<file path="src/rtl/srb_pkg.sv">
`default_nettype none
// ----------------------------------------------------------------------------
// srb_pkg
// Shared types and constants of the system register block: window offsets,
// configuration register indexes and the mailbox access control group.
// ----------------------------------------------------------------------------
package srb_pkg;

  // Value read back from an empty mailbox slot or an undecoded offset.
  localparam logic [7:0] BLANK_BYTE = 8'hFF;

  // Offsets of the system register window.
  localparam logic [5:0] OFS_CTRL      = 6'h00;
  localparam logic [5:0] OFS_ADAPTER   = 6'h01;
  localparam logic [5:0] OFS_STBY_HI   = 6'h02;
  localparam logic [5:0] OFS_STBY_LO   = 6'h03;
  localparam logic [5:0] OFS_HCNT_HI   = 6'h04;
  localparam logic [5:0] OFS_HCNT_LO   = 6'h05;
  localparam logic [5:0] OFS_DCTL_HI   = 6'h06;
  localparam logic [5:0] OFS_DCTL_LO   = 6'h07;
  localparam logic [5:0] OFS_DSRC_FIRST = 6'h08;
  localparam logic [5:0] OFS_DSRC_LAST  = 6'h0B;
  localparam logic [5:0] OFS_DDST_FIRST = 6'h0C;
  localparam logic [5:0] OFS_DDST_LAST  = 6'h0F;
  localparam logic [5:0] OFS_DLEN_HI   = 6'h10;
  localparam logic [5:0] OFS_DLEN_LO   = 6'h11;
  localparam logic [5:0] OFS_FIFO_HI   = 6'h12;
  localparam logic [5:0] OFS_FIFO_LO   = 6'h13;
  localparam logic [5:0] OFS_IRQ_FIRST = 6'h14;
  localparam logic [5:0] OFS_IRQ_LAST  = 6'h1D;
  localparam logic [5:0] OFS_MB_FIRST  = 6'h20;
  localparam logic [5:0] OFS_MB_LAST   = 6'h2F;
  localparam logic [5:0] OFS_PWMC_HI   = 6'h30;
  localparam logic [5:0] OFS_PWMC_LO   = 6'h31;
  localparam logic [5:0] OFS_PCYC_HI   = 6'h32;
  localparam logic [5:0] OFS_PCYC_LO   = 6'h33;
  localparam logic [5:0] OFS_PW_FIRST  = 6'h34;
  localparam logic [5:0] OFS_PW_LAST   = 6'h39;

  // Configuration register indexes.
  typedef enum logic [2:0] {
    CFG_ADAPTER_ENABLE = 3'd0,
    CFG_DREQ_CONTROL   = 3'd1,
    CFG_DREQ_SOURCE    = 3'd2,
    CFG_DREQ_DEST      = 3'd3,
    CFG_DREQ_LENGTH    = 3'd4
  } cfg_reg_t;

  // Access command of one item.
  localparam logic CMD_READ  = 1'b0;
  localparam logic CMD_WRITE = 1'b1;

  // Mailbox access strobes for one accepted item.
  typedef struct packed {
    logic rd;
    logic wr;
  } mb_ctrl_t;

endpackage : srb_pkg
`default_nettype wire

</file>
<file path="src/rtl/system_register_block.sv">
`default_nettype none
// ----------------------------------------------------------------------------
// system_register_block
// Byte-wide system register file of a two-CPU expansion unit.
// ----------------------------------------------------------------------------
// Each input transfer is one byte read or write; each produces exactly one
// result transfer carrying the read byte and an unsupported flag. The block
// takes one transfer per clock while the result is drained: the access is
// decoded, the state updated and the result registered at the acceptance
// edge. Input ready is high whenever that single output register is empty
// or being drained in the same cycle, so throughput is one item per cycle
// while m_tready is high. The mailbox is a store with a registered read
// port and per-slot written marks, so no clearing pass runs after reset.
// Configuration writes are taken at any edge with cfg_we high and rst low.
// ----------------------------------------------------------------------------
module system_register_block #(
  parameter int MAILBOX_BYTES = 16
) (
  input  wire logic        clk,
  input  wire logic        rst,
  // Configuration write port.
  input  wire logic        cfg_we,
  input  wire logic [2:0]  cfg_index,
  input  wire logic [31:0] cfg_data,
  // Access stream in.
  input  wire logic        s_tvalid,
  output logic             s_tready,
  input  wire logic [31:0] s_tdata,   // address[5:0], write_byte[13:6], fifo_word[29:14]
  input  wire logic [1:0]  s_tuser,   // cmd[0], from_master[1]
  // Result stream out.
  output logic             m_tvalid,
  input  wire logic        m_tready,
  output logic      [7:0]  m_tdata,   // read_data[7:0]
  output logic             m_tuser    // unsupported[0]
);
  import srb_pkg::*;

  localparam int IDX_W = (MAILBOX_BYTES > 1) ? $clog2(MAILBOX_BYTES) : 1;

  // Configuration registers.
  logic        adapter_enable;
  logic [15:0] dreq_control;
  logic [31:0] dreq_source;
  logic [31:0] dreq_dest;
  logic [15:0] dreq_length;

  // Register file state.
  logic        fm_bit;
  logic [7:0]  master_adapter_byte;
  logic [7:0]  slave_adapter_byte;
  logic [15:0] standby_word;
  logic [15:0] hcount_word;
  logic [15:0] irq_clear_words [5];
  logic [15:0] pwm_control_word;
  logic [15:0] pwm_cycle_word;
  logic [15:0] pulse_width_words [3];
  logic [15:0] fifo_latch;

  // Result register.
  logic [7:0]  res_byte;
  logic        res_bad;
  logic        res_mb;

  // Unpacked item fields.
  logic [5:0]  addr;
  logic [7:0]  wbyte;
  logic [15:0] fifo;
  logic        cmd;
  logic        master;
  logic        accept;

  logic        mb_hit;
  logic [IDX_W-1:0] mb_idx;
  mb_ctrl_t    mb_ctrl;
  logic [7:0]  mb_rdata;
  logic [2:0]  irq_k;
  logic [1:0]  pw_k;
  logic [7:0]  rd_byte;
  logic        bad;

  function automatic logic [7:0] byte_of16(input logic [15:0] w, input logic lo);
    return lo ? w[7:0] : w[15:8];
  endfunction

  // Most significant byte at the lowest offset of the group.
  function automatic logic [7:0] byte_of32(input logic [31:0] w, input logic [1:0] sel);
    logic [7:0] b;
    case (sel)
      2'd0:    b = w[31:24];
      2'd1:    b = w[23:16];
      2'd2:    b = w[15:8];
      default: b = w[7:0];
    endcase
    return b;
  endfunction

  assign addr   = s_tdata[5:0];
  assign wbyte  = s_tdata[13:6];
  assign fifo   = s_tdata[29:14];
  assign cmd    = s_tuser[0];
  assign master = s_tuser[1];

  // One result slot: take a new item when it is empty or drains now.
  assign s_tready = !m_tvalid || m_tready;
  assign accept   = s_tvalid && s_tready;

  // Mailbox window decode; slots past the configured size are undecoded.
  assign mb_hit = (addr[5:4] == OFS_MB_FIRST[5:4]) && (32'(addr[3:0]) < MAILBOX_BYTES);
  assign mb_idx = IDX_W'(addr[3:0]);
  assign mb_ctrl.rd = accept && (cmd == CMD_READ) && mb_hit;
  assign mb_ctrl.wr = accept && (cmd == CMD_WRITE) && mb_hit;

  // Word selectors inside the interrupt-clear and pulse-width groups.
  assign irq_k = 3'((addr - OFS_IRQ_FIRST) >> 1);
  assign pw_k  = addr[2:1] + 2'd2;

  // Read data and decode status of the current item.
  always_comb begin
    rd_byte = BLANK_BYTE;
    bad     = 1'b0;
    case (addr) inside
      OFS_CTRL:    rd_byte = {fm_bit, 5'b0, adapter_enable, 1'b0};
      OFS_ADAPTER: rd_byte = master ? master_adapter_byte : slave_adapter_byte;
      OFS_STBY_HI, OFS_STBY_LO, [OFS_IRQ_FIRST:OFS_IRQ_LAST]: rd_byte = BLANK_BYTE;
      OFS_HCNT_HI, OFS_HCNT_LO: rd_byte = byte_of16(hcount_word, addr[0]);
      OFS_DCTL_HI, OFS_DCTL_LO: rd_byte = byte_of16(dreq_control, addr[0]);
      [OFS_DSRC_FIRST:OFS_DSRC_LAST]: rd_byte = byte_of32(dreq_source, addr[1:0]);
      [OFS_DDST_FIRST:OFS_DDST_LAST]: rd_byte = byte_of32(dreq_dest, addr[1:0]);
      OFS_DLEN_HI, OFS_DLEN_LO: rd_byte = byte_of16(dreq_length, addr[0]);
      OFS_FIFO_HI: rd_byte = fifo[15:8];
      OFS_FIFO_LO: rd_byte = fifo_latch[7:0];
      [OFS_MB_FIRST:OFS_MB_LAST]: bad = !mb_hit;
      OFS_PWMC_HI, OFS_PWMC_LO: rd_byte = byte_of16(pwm_control_word, addr[0]);
      OFS_PCYC_HI, OFS_PCYC_LO: rd_byte = byte_of16(pwm_cycle_word, addr[0]);
      [OFS_PW_FIRST:OFS_PW_LAST]: begin
        rd_byte = addr[0] ? 8'h00 : {pulse_width_words[pw_k][15:14], 6'b0};
      end
      default: bad = 1'b1;
    endcase
  end

  // Configuration writes; indexes past the list are ignored.
  always_ff @(posedge clk) begin
    if (rst) begin
      adapter_enable <= 1'b0;
      dreq_control   <= '0;
      dreq_source    <= '0;
      dreq_dest      <= '0;
      dreq_length    <= '0;
    end else if (cfg_we) begin
      case (cfg_index)
        CFG_ADAPTER_ENABLE: adapter_enable <= cfg_data[0];
        CFG_DREQ_CONTROL:   dreq_control   <= cfg_data[15:0];
        CFG_DREQ_SOURCE:    dreq_source    <= cfg_data;
        CFG_DREQ_DEST:      dreq_dest      <= cfg_data;
        CFG_DREQ_LENGTH:    dreq_length    <= cfg_data[15:0];
        default: ;
      endcase
    end
  end

  // Register file updates from accepted writes, and the FIFO latch on reads.
  always_ff @(posedge clk) begin
    if (rst) begin
      fm_bit              <= 1'b0;
      master_adapter_byte <= '0;
      slave_adapter_byte  <= '0;
      standby_word        <= '0;
      hcount_word         <= '0;
      irq_clear_words     <= '{default: '0};
      pwm_control_word    <= '0;
      pwm_cycle_word      <= '0;
      pulse_width_words   <= '{default: '0};
      fifo_latch          <= '0;
    end else if (accept && (cmd == CMD_READ)) begin
      if (addr == OFS_FIFO_HI) begin
        fifo_latch <= fifo;
      end
    end else if (accept) begin
      case (addr) inside
        OFS_CTRL: fm_bit <= wbyte[7];
        OFS_ADAPTER: begin
          // Bit 7 written by one CPU shows up in the other CPU's byte.
          if (master) begin
            master_adapter_byte <= wbyte;
            slave_adapter_byte  <= {wbyte[7], slave_adapter_byte[6:0]};
          end else begin
            slave_adapter_byte  <= wbyte;
            master_adapter_byte <= {wbyte[7], master_adapter_byte[6:0]};
          end
        end
        OFS_STBY_HI: standby_word[15:8] <= wbyte;
        OFS_STBY_LO: standby_word[7:0]  <= wbyte;
        OFS_HCNT_HI: hcount_word[15:8]  <= wbyte;
        OFS_HCNT_LO: hcount_word[7:0]   <= wbyte;
        [OFS_IRQ_FIRST:OFS_IRQ_LAST]: begin
          if (addr[0]) begin
            irq_clear_words[irq_k][7:0] <= wbyte;
          end else begin
            irq_clear_words[irq_k][15:8] <= wbyte;
          end
        end
        OFS_PWMC_HI: pwm_control_word[15:8] <= wbyte;
        OFS_PWMC_LO: pwm_control_word[7:0]  <= wbyte;
        OFS_PCYC_HI: pwm_cycle_word[15:8]   <= wbyte;
        OFS_PCYC_LO: pwm_cycle_word[7:0]    <= wbyte;
        [OFS_PW_FIRST:OFS_PW_LAST]: begin
          // The high byte keeps only six bits of the written value.
          if (addr[0]) begin
            pulse_width_words[pw_k][7:0] <= wbyte;
          end else begin
            pulse_width_words[pw_k][13:8] <= wbyte[5:0];
          end
        end
        default: ;
      endcase
    end
  end

  // Result register and its valid flag.
  always_ff @(posedge clk) begin
    if (rst) begin
      m_tvalid <= 1'b0;
    end else if (accept) begin
      m_tvalid <= 1'b1;
    end else if (m_tready) begin
      m_tvalid <= 1'b0;
    end
  end

  always_ff @(posedge clk) begin
    if (accept) begin
      res_bad  <= bad;
      res_mb   <= mb_ctrl.rd;
      res_byte <= (cmd == CMD_WRITE) ? 8'h00 : rd_byte;
    end
  end

  srb_mailbox #(
    .DEPTH (MAILBOX_BYTES)
  ) u_mailbox (
    .clk   (clk),
    .rst   (rst),
    .ctrl  (mb_ctrl),
    .idx   (mb_idx),
    .wdata (wbyte),
    .rdata (mb_rdata)
  );

  assign m_tdata = res_mb ? mb_rdata : res_byte;
  assign m_tuser = res_bad;

endmodule : system_register_block
`default_nettype wire

</file>
<file path="src/rtl/srb_mailbox.sv">
`default_nettype none
// ----------------------------------------------------------------------------
// srb_mailbox
// Mailbox byte store shared by both CPUs. The read data is registered and
// holds until the next read. Slots never written read as 0xFF.
// ----------------------------------------------------------------------------
module srb_mailbox #(
  parameter int DEPTH = 16,
  localparam int IDX_W = (DEPTH > 1) ? $clog2(DEPTH) : 1
) (
  input  wire logic             clk,
  input  wire logic             rst,
  input  wire srb_pkg::mb_ctrl_t ctrl,
  input  wire logic [IDX_W-1:0] idx,
  input  wire logic [7:0]       wdata,
  output logic      [7:0]       rdata
);
  import srb_pkg::*;

  logic [7:0]       mem [DEPTH];
  logic [DEPTH-1:0] valid;
  logic [7:0]       mem_q;
  logic             valid_q;

  // Storage array write port.
  always_ff @(posedge clk) begin
    if (ctrl.wr) begin
      mem[idx] <= wdata;
    end
  end

  // Registered read port.
  always_ff @(posedge clk) begin
    if (ctrl.rd) begin
      mem_q   <= mem[idx];
      valid_q <= valid[idx];
    end
  end

  // Written-slot marks; reset makes every slot read as blank.
  always_ff @(posedge clk) begin
    if (rst) begin
      valid <= '0;
    end else if (ctrl.wr) begin
      valid[idx] <= 1'b1;
    end
  end

  assign rdata = valid_q ? mem_q : BLANK_BYTE;

endmodule : srb_mailbox
`default_nettype wire
</file>
<file path="config.mk">
export PLATFORM = sky130hd
export DESIGN_NAME = system_register_block
export DESIGN_NICKNAME = d
export VERILOG_FILES = /design/src/rtl/srb_pkg.sv /design/src/rtl/system_register_block.sv /design/src/rtl/srb_mailbox.sv
export SDC_FILE = /design/constraint.sdc
export NUM_CORES = 1
export LEC_CHECK = 0
export BUFFER_PORTS_ARGS = -buffer_cell sky130_fd_sc_hd__buf_2
export CORE_MARGIN = 2
export CORE_UTILIZATION = 50
export DETAILED_ROUTE_END_ITERATION = 10
export PLACE_DENSITY = 0.68
export SLEW_MARGIN = 20
export SYNTH_ARGS = -nofsm -noshare
export SYNTH_HDL_FRONTEND = slang
export SYNTH_SLANG_ARGS = --single-unit
</file>
<file path="constraint.sdc">
create_clock -name clk -period 2.8 [get_ports clk]
set_input_delay 0.42 -clock clk [delete_from_list [all_inputs] [get_ports clk]]
set_output_delay 0.42 -clock clk [all_outputs]
set_load 0.03 [all_outputs]
</file>
== After elaboration in Yosys (flattened, before gate mapping) ==
Memories as Yosys holds them, arrays and structs flattened. A register that Yosys moved wholly into a read port is not among the register bits.
Index checks and enable logic that the tools add are counted.
Operators by class
  add/subtract/negate cells: 1
  order comparisons: 14
  eq/ne operators: 22
  multiplexer cells: 47
  bitwise logic cells: 16
  reduce and logical (&&, ||, !) cells: 44
Operators with widths (number)
  $mux 8: 24
  $bwmux 48: 2
  $demux 16 s2: 2
  $mux 48: 1
  $pmux 8 s3: 2
  $bmux 16 s2: 1
  $mux 16: 2
  $eq 6x3->1 const B: 4
  $eq 6x5->1 const B: 4
  $eq 6x6->1 const B: 4
  $or 16x16->16: 1
  $reduce_or 15->1: 1
  $mux 14: 1
  $not 1->1: 14
  $reduce_and 14->1: 1
  $reduce_and 13->1: 1
  $eq 6x2->1 const B: 2
  $ge 6x4->1 const B: 2
  $ge 6x6->1 const B: 2
  $le 6x4->1 const B: 2
  $le 6x6->1 const B: 2
  $logic_and 1x1->1: 12
  $reduce_and 12->1: 1
  $reduce_and 2->1: 6
  other kinds (32): 50
Storage, ports and cells
  flip-flop bits (word level): 246
  bits in writable memories: 128
  input bits: 74
  output and inout bits: 11
  logic and storage cells: 172
  memories: 1
Memory list
  u_mailbox.mem: words 16, width 8, read ports 1, clocked after memory_dff 1, wr ports 1, line srb_mailbox.sv:20  | logic [7:0] mem [DEPTH];

== Logic depth before layout (Yosys ltp) ==
Gate-level depths: netlist of run 1.
  depth after elaboration: 20
  mapped depth: 9
  depth with buffers taken out: 6

== Modules after synthesis ==
A second synthesis of run 1 with hierarchy kept.
Second synthesis, totals
  cells, all modules: 1278
  area total of the unflattened synthesis: 14370.0 um^2
By module, submodules not included
  system_register_block: times used 1, cells an instance 973, area an instance 8463.1 um^2, sequential area each 3703.6 um^2
  srb_mailbox: times used 1, cells an instance 305, area an instance 5906.9 um^2, sequential area each 4434.3 um^2

== Worst setup path before layout of run 1 ==
Ideal clock, no wire load.
  path kind: input to register
  start: input m_tready
  end: memory u_mailbox.mem[3][0] (enable)
  library setup time: 0.386 ns
  arrival time: 2.220 ns
  data required time: 2.414 ns
  path slack: 0.194 ns
  cell stages on the path: 5
  buffers on the path: 1
  cells stage by stage: nand2b_1 > nand3_1 > clkbuf_1 > or2_1 > nor3_1
Between the ends
  cells in the longest elaborated chain, start to end: 6
RTL lines
  start, declared: line system_register_block.sv:32  | input wire logic m_tready,
  $logic_or 1x1->1: line system_register_block.sv:104  | assign s_tready = !m_tvalid || m_tready;
  $logic_and 1x1->1: line system_register_block.sv:105  | assign accept = s_tvalid && s_tready;
  $logic_and 1x1->1 (2 in a row): line system_register_block.sv:111  | assign mb_ctrl.wr = accept && (cmd == CMD_WRITE) && mb_hit;
  $mux 1: line srb_mailbox.sv:27  | if (ctrl.wr) begin
  $mux 1 (not written as such): line srb_mailbox.sv:28  | mem[idx] <= wdata;
  end, declared: line srb_mailbox.sv:20
No other way between the ends.

== Final worst setup path of run 1 ==
  start: register res_mb
  end: output m_tdata[7]
Between the ends
  cells in the longest elaborated chain, start to end: 1
RTL lines
  start, declared: line system_register_block.sv:62  | logic res_mb;
  start signal, assigned: line system_register_block.sv:234  | res_mb <= mb_ctrl.rd;
  $mux 8: line system_register_block.sv:250  | assign m_tdata = res_mb ? mb_rdata : res_byte;
  end, declared: line system_register_block.sv:33  | output logic [7:0] m_tdata,
No other way between the ends.

==> results of run 1 <==
[final timing paths]
| check | start | to | cells after the start |
|---|---|---|---|
| max | res_mb$_DFFE_PP_ | m_tdata[7] | 3 |
| max reg2reg | m_tvalid$_SDFFE_PP0P_ | u_mailbox.mem[4][0]$_DFFE_PP_ | 7 |
| min | cfg_data[20] | dreq_dest[20]$_SDFFE_PP0P_ | 3 |
| min reg2reg | dreq_control[5]$_SDFFE_PP0P_ | dreq_control[5]$_SDFFE_PP0P_ | 2 |
[worst max-delay path: stages, from the launching register on]
cell	delay (ps)
edfxtp_1	530
nand2_1	270
o22a_1	210
buf_2	210
[through the flow]
stage	hold WS, ps	area, um^2	utilization [%]	cells	power, mW
2_1_floorplan	431	14100	-	1225	5.67
3_3_place_gp	438	15100	54.3	1644	5.94
3_5_place_dp	443	15100	54.3	1644	5.95
4_1_cts	130	16300	58.6	1709	10.6
5_1_grt	144	16300	58.6	1709	10.9
6_report	143	16300	58.6	1709	10.5
[cell families after synthesis]
group | Yosys count | share of synthesized area, %
mux | 181 | 18.2
compound gates | 207 | 8.49
buf+inv | 94 | 2.84
simple gates | 409 | 12.8
flops | 333 | 57.6
fa+ha+maj | 1 | 0.0708
[sequential cells by signal, indices dropped and copies added (netlist names), 7 cells and up]
| name | cells |
|---|---|
| dreq_source | 32 |
| slave_adapter_byte | 8 |
| pwm_cycle_word | 16 |
| master_adapter_byte | 7 |
| dreq_length | 16 |
| pwm_control_word | 16 |
| dreq_dest | 32 |
| u_mailbox.valid | 16 |
| fifo_latch | 8 |
| u_mailbox.mem_q | 8 |
| dreq_control | 16 |
| res_byte | 8 |
| hcount_word | 16 |
| u_mailbox.mem | 128 |
[placed cells by master, fill, tap and decap left out, types with 9 or more instances in the layout]
cell type / instances
nand2_1: 215
dfxtp_1: 186
edfxtp_1: 147
a21oi_1: 133
nor2_1: 124
mux2i_1: 84
buf_2: 79
mux4_2: 57
buf_4: 44
mux2_2: 40
clkbuf_16: 38
nor3_1: 13
o21ai_0: 13
nand3_1: 10
nor2b_1: 10
clkbuf_8: 9
[cell type report]
type                            instances  area (um^2)
Multi-Input combinational cell        798         5600
Clock buffer                           55         1100
Fill cell                            2325        11500
Tap cell                              378          473
Inverter                                5         18.8
Sequential cell                       333         8140
Timing Repair Buffer                  130          857
Clock inverter                         10         87.6
[layer usage]
| layer | share of wire, % | track usage [%] |
|---|---|---|
| met2 | 46 | 37.6 |
| met4 | 2.0 | 6.39 |
| met3 | 7.1 | 4.30 |
| met1 | 45 | 36.1 |
| met5 | 0.036 | 0 |
[power by group]
group	switching, mW	internal (mW)
clock	1.87	2.82
combinational	0.447	0.248
sequential	0.0328	5.13
total	2.35	8.19
==> flow_metrics.py, run 1 <==
metrics = {
    "run_status": {
        "outcome": "completed",
    },
    "placement": {
        "gp_congestion": 0.915,
        "hpwl_mm": 24.0,
        "dp_slack_ps": 296,
        "port_buffers": 82,
    },
    "drt": {
        "drc": 0,
        "dr_total_vias": 9879,
        "wire_per_inst_um": 21.1,
        "wirelength_mm": 36.0,
        "postRouteAntennaNets": 0,
        "drt-initial-drc-count": 1012,
        "via_per_inst": 5.78,
        "first_pass_iters": 6,
    },
    "cts": {
        "ctsHoldBuffers": 0,
        "clockBufferDepth": 3,
        "cts_sinks": 333,
        "cts_made_buffers": 36,
        "cts_max_level": 2,
        "cts_setup_buffers": 0,
        "cts.repair.resized": 0,
        "ctsRootBufferMaster": "clkbuf_16",
        "cts_tree": "yes",
        "clk_pin_slew_worst_paths_ps": 60,
        "clk_latency_ps": 530,
    },
    "logic_synthesis": {
        "ys_top_cells_by_area": "edfxtp_1 (31%), dfxtp_1 (26%), mux4_2 (9.1%)",
        "synth-edff-count": 147,
        "post_synth_most_frequent_cells": "nand2_1 (215), dfxtp_1 (186), edfxtp_1 (147)",
        "synthDistinctLibCells": 54,
        "synth_top_area_share_pct": 31.2,
        "ys_warn_count": 0,
        "netlist_area_um2": 14100,
        "seq_area_frac_synth_pct": 57.6,
        "synth_nets": 1299,
        "yosys_most_used_dff": "dfxtp_1",
        "async_flop_share_pct": 0,
        "syn_avg_cell_area_um2": 11.5,
        "synth_largest_area_cell": "edfxtp_1",
        "synth_most_common_cell": "nand2_1",
        "synth_seq_cells": 333,
        "synthCells": 1225,
    },
    "grt": {
        "first_global_vias": 9354,
        "antenna_found_initial": 2,
        "grt_pass1_wl_mm": 54.3,
        "grt_usage_pct": 24.5,
        "grt_max_degree": 62,
        "grt_overflow": 0,
    },
    "finish": {
        "nNetsFinal": 1378,
        "n_antenna_cell": 0,
        "synthToLayoutAreaGrowth_pct": 15.1,
        "layout-drive-gt1-share_pct": 22.5,
    },
    "critical_path": {
        "crit_fanout": 10,
        "rrSetupSlack_ps": 720,
        "path_class": "flop to output pin",
        "crit_path_end_kind": "output pin",
        "startpoint_type": "flop",
        "cp_data_required_time_ps": 2380,
        "cp.arrival_ps": 1730,
    },
    "sta": {
        "max_slew_margin_pct": 57.6,
        "fin_crit_sh_pct": 76.6,
        "layout_setup_ws_ps": 655,
        "worst_pin_slew_ps": 635,
        "rsz0062_at_grt": "no",
        "finalHoldViolCount": 0,
        "timing.setup.tns_ps": 0,
        "min_period_ps": 2150,
        "finalClockSkew_ps": 35.2,
        "fmax_ghz": 0.466,
        "finalMaxSlewViolations": 0,
        "finalSetupViolations": 0,
    },
    "power_and_ir_drop": {
        "ir_drop_v": 0.000341,
        "p_leak_nw": 5.64,
        "powerDensity_nw_per_um2": 648,
    },
    "die": {
        "dieArea_um2": 29600,
        "rows": 61,
        "die_w_um": 172,
        "die_h_um": 172,
        "design.portCount": 85,
        "core_area_um2": 27800,
        "initial_core_util_pct": 50.9,
    },
    "min_path": {
        "hold_path.class": "primary input to flop",
    },
    "job": {
        "maxCapViolCount": 0,
    },
}
No activity file was read; power rests on OpenSTA's default activity.
==> run 2: changes to the inputs <==
--- a/config.mk
+++ b/config.mk
@@ -5,11 +5,12 @@
 export SDC_FILE = /design/constraint.sdc
 export NUM_CORES = 1
 export LEC_CHECK = 0
+export ABC_AREA = 1
 export BUFFER_PORTS_ARGS = -buffer_cell sky130_fd_sc_hd__buf_2
 export CORE_MARGIN = 2
 export CORE_UTILIZATION = 50
 export DETAILED_ROUTE_END_ITERATION = 10
-export PLACE_DENSITY = 0.68
+export PLACE_DENSITY = 0.7
 export SLEW_MARGIN = 20
 export SYNTH_ARGS = -nofsm -noshare
 export SYNTH_HDL_FRONTEND = slang
==> constraint.sdc (replaced) <==
create_clock -name clk -period 1.9 [get_ports clk]
set_input_delay 0.285 -clock clk [delete_from_list [all_inputs] [get_ports clk]]
set_output_delay 0.285 -clock clk [all_outputs]
set_load 0.03 [all_outputs]
==> flow_metrics.py, run 2 <==
metrics = {
    "finish": {
        "n_antenna_cell": 0,
        "top_regs": "u_mailbox.mem (128), dreq_dest (32), dreq_source (32)",
        "stdcell_count": 2045,
        "regMostFlops": "u_mailbox.mem",
        "nNetsFinal": 1714,
        "synthToLayoutAreaGrowth_pct": 21.4,
        "layout-drive-gt1-share_pct": 21.1,
        "fin_util_pct": 61.3,
        "layout_commonest_cell": "nand2_1",
        "stdcell_area_um2": 16900,
        "mostFrequentLayoutCells": "nand2_1 (296), dfxtp_1 (186), nor2_1 (165)",
        "largest_reg_flops": 128,
    },
    "critical_path": {
        "r2r-start": "m_tvalid$_SDFFE_PP0P_",
        "startpoint_type": "flop",
        "rr_worst_depth": 10,
        "worstPathCellList": "buf_4 -> o22a_1 -> buf_2",
        "crit_path_end_kind": "output pin",
        "cp.arrival_ps": 1550,
        "r2r-end": "u_mailbox.mem[2][2]$_DFFE_PP_",
        "critPathMaxStageDelay_ps": 400,
        "startpoint": "res_mb$_DFFE_PP_",
        "cp_data_required_time_ps": 1620,
        "crit_slowest_cell": "edfxtp_1",
        "rrSetupSlack_ps": 120,
        "crit_end": "m_tdata[3]",
        "crit_fanout": 8,
        "path_class": "flop to output pin",
    },
    "placement": {
        "dp.cells": 1980,
        "hpwl_mm": 27.6,
        "place_area_um2": 15700,
        "gp_congestion": 0.923,
        "port_buffers": 82,
    },
    "run_status": {
        "outcome": "completed",
    },
    "grt": {
        "first_global_vias": 11000,
        "grtUsageMet2_pct": 46.6,
        "grt_overflow": 0,
        "top_usage_layer": "met2",
        "met1_usage_pct": 37.5,
        "grt_pass1_wl_mm": 61.9,
        "grt_max_degree": 52,
        "antenna_found_initial": 0,
        "grtUsageMet3_pct": 3.28,
        "grt_usage_pct": 27.6,
    },
    "drt": {
        "via_per_inst": 5.63,
        "wire_per_inst_um": 19.5,
        "drc": 0,
        "first_pass_iters": 5,
        "dr_total_vias": 11500,
        "drt-initial-drc-count": 1244,
        "postRouteAntennaNets": 0,
        "wirelength_mm": 40.0,
    },
    "power_and_ir_drop": {
        "p_total_mw": 15.5,
        "powerDensity_nw_per_um2": 920,
        "ir_drop_v": 0.000658,
        "p_leak_nw": 6.08,
    },
    "logic_synthesis": {
        "async_flop_share_pct": 0,
        "synthDistinctLibCells": 44,
        "synthCells": 1481,
        "ys_top_cells_by_area": "edfxtp_1 (32%), dfxtp_1 (27%), nand2_1 (8.0%)",
        "netlist_area_um2": 13900,
        "synth-edff-count": 147,
        "post_synth_most_frequent_cells": "nand2_1 (298), dfxtp_1 (186), nor2_1 (176)",
        "synth_seq_cells": 333,
        "seq_area_frac_synth_pct": 58.5,
        "yosys_most_used_dff": "dfxtp_1",
        "synth_most_common_cell": "nand2_1",
        "synth_largest_area_cell": "edfxtp_1",
        "ys_warn_count": 0,
        "syn_avg_cell_area_um2": 9.39,
        "synth_nets": 1555,
        "synth_top_area_share_pct": 31.7,
    },
    "sta": {
        "finalHoldViolCount": 0,
        "finalSetupViolations": 0,
        "min_period_ps": 1840,
        "max_slew_margin_pct": 56.1,
        "worst_pin_slew_ps": 651,
        "finalClockSkew_ps": 20.9,
        "finalHoldWorstSlack_ps": 18.9,
        "fmax_ghz": 0.544,
        "finalMaxSlewViolations": 0,
        "fin_crit_sh_pct": 96.7,
    },
    "cts": {
        "ctsHoldBuffers": 0,
        "cts_made_buffers": 36,
        "clk_pin_slew_worst_paths_ps": 60,
        "clockBufferDepth": 3,
        "ctsRootBufferMaster": "clkbuf_16",
        "cts_tree": "yes",
        "clk_latency_ps": 530,
        "cts_sinks": 333,
        "cts_max_level": 2,
        "cts_setup_buffers": 0,
    },
    "die": {
        "die_h_um": 171,
        "design.portCount": 85,
        "rows": 61,
        "die_w_um": 171,
        "initial_core_util_pct": 50.5,
        "core_area_um2": 27600,
        "dieArea_um2": 29200,
    },
    "job": {
        "maxCapViolCount": 0,
    },
    "min_path": {
        "hold_path.class": "primary input to flop",
    },
}
## run 2: cell count changes after synthesis, sizes merged, moves of 14 or more
cell,before,now
a22oi,2,72
mux4,57,0
o21ai,18,48
nand2,218,304
a21oi,133,147
nor2,126,195
mux2i,84,0
inv,5,100
mux2,40,0
nand4,3,22
a211oi,5,90
## run 2: worst min-delay path by stage
stage | start | end | cells after the start
after floorplan | s_tdata[6] | u_mailbox.mem[0][0]$_DFFE_PP_ | 0
after detailed placement | dreq_dest[14]$_SDFFE_PP0P_ | dreq_dest[14]$_SDFFE_PP0P_ | 2
after CTS | s_tdata[16] | fifo_latch[2]$_SDFFE_PP0P_ | 3
final | s_tdata[16] | fifo_latch[2]$_SDFFE_PP0P_ | 3
after global routing | cfg_data[24] | dreq_source[24]$_SDFFE_PP0P_ | 3
after global placement | u_mailbox.valid[7]$_SDFFE_PP0P_ | u_mailbox.valid[7]$_SDFFE_PP0P_ | 2
## run 2: metrics by stage
stage / setup TNS, ps / setup WS (ps)
2_1_floorplan: -2920 / -60.5
3_3_place_gp: -5960 / -398
3_5_place_dp: -7160 / -485
4_1_cts: 0 / 14.7
5_1_grt: -0.911 / -0.557
6_report: 0 / 63.2
## run 2: kinds of logic (layout without fill, tap and decap cells)
family          Yosys count  count (layout)  share of synthesized area [%]
flops                   333             333                           58.5
compound gates          396             396                           18.2
buf+inv                 189             375                           5.84
simple gates            563             563                           17.4
## run 2: final cells by class
type / count / area, um^2
clock inverter: 14 / 124
clock buffer: 51 / 1010
tap: 378 / 473
multi-input combinational: 959 / 5060
inverter: 100 / 383
timing repair buffer: 210 / 1690
fill: 2329 / 10700
sequential: 333 / 8140
## run 2: layer usage
metal | routed length [um] | vias up | part of all wire (%)
met1 | 17200 | 5554 | 43
li1 | - | 5495 | -
met2 | 19500 | 412 | 49
met3 | 2320 | 59 | 5.8
met5 | 0 | - | 0
met4 | 957 | 0 | 2.4
## run 2: critical path: cells and delay by family (launching register included)
kind | cells | cell delay [ps]
flops | 1 | 400
buf+inv | 2 | 380
compound gates | 1 | 250
## run 2: repair_timing
action,CTS,global route
setup endpoints to repair,3,118
gates cloned,0,0
pin swaps,0,1
gates resized for setup,1,5
## run 2: report_power, final
part           leakage (nW)  total [mW]  internal, mW  switching, mW
logic                  2.69        1.20         0.401          0.799
clock network         0.554        6.71          3.88           2.83
registers              2.83        7.62          7.57         0.0525
total                  6.08        15.5          11.8           3.69
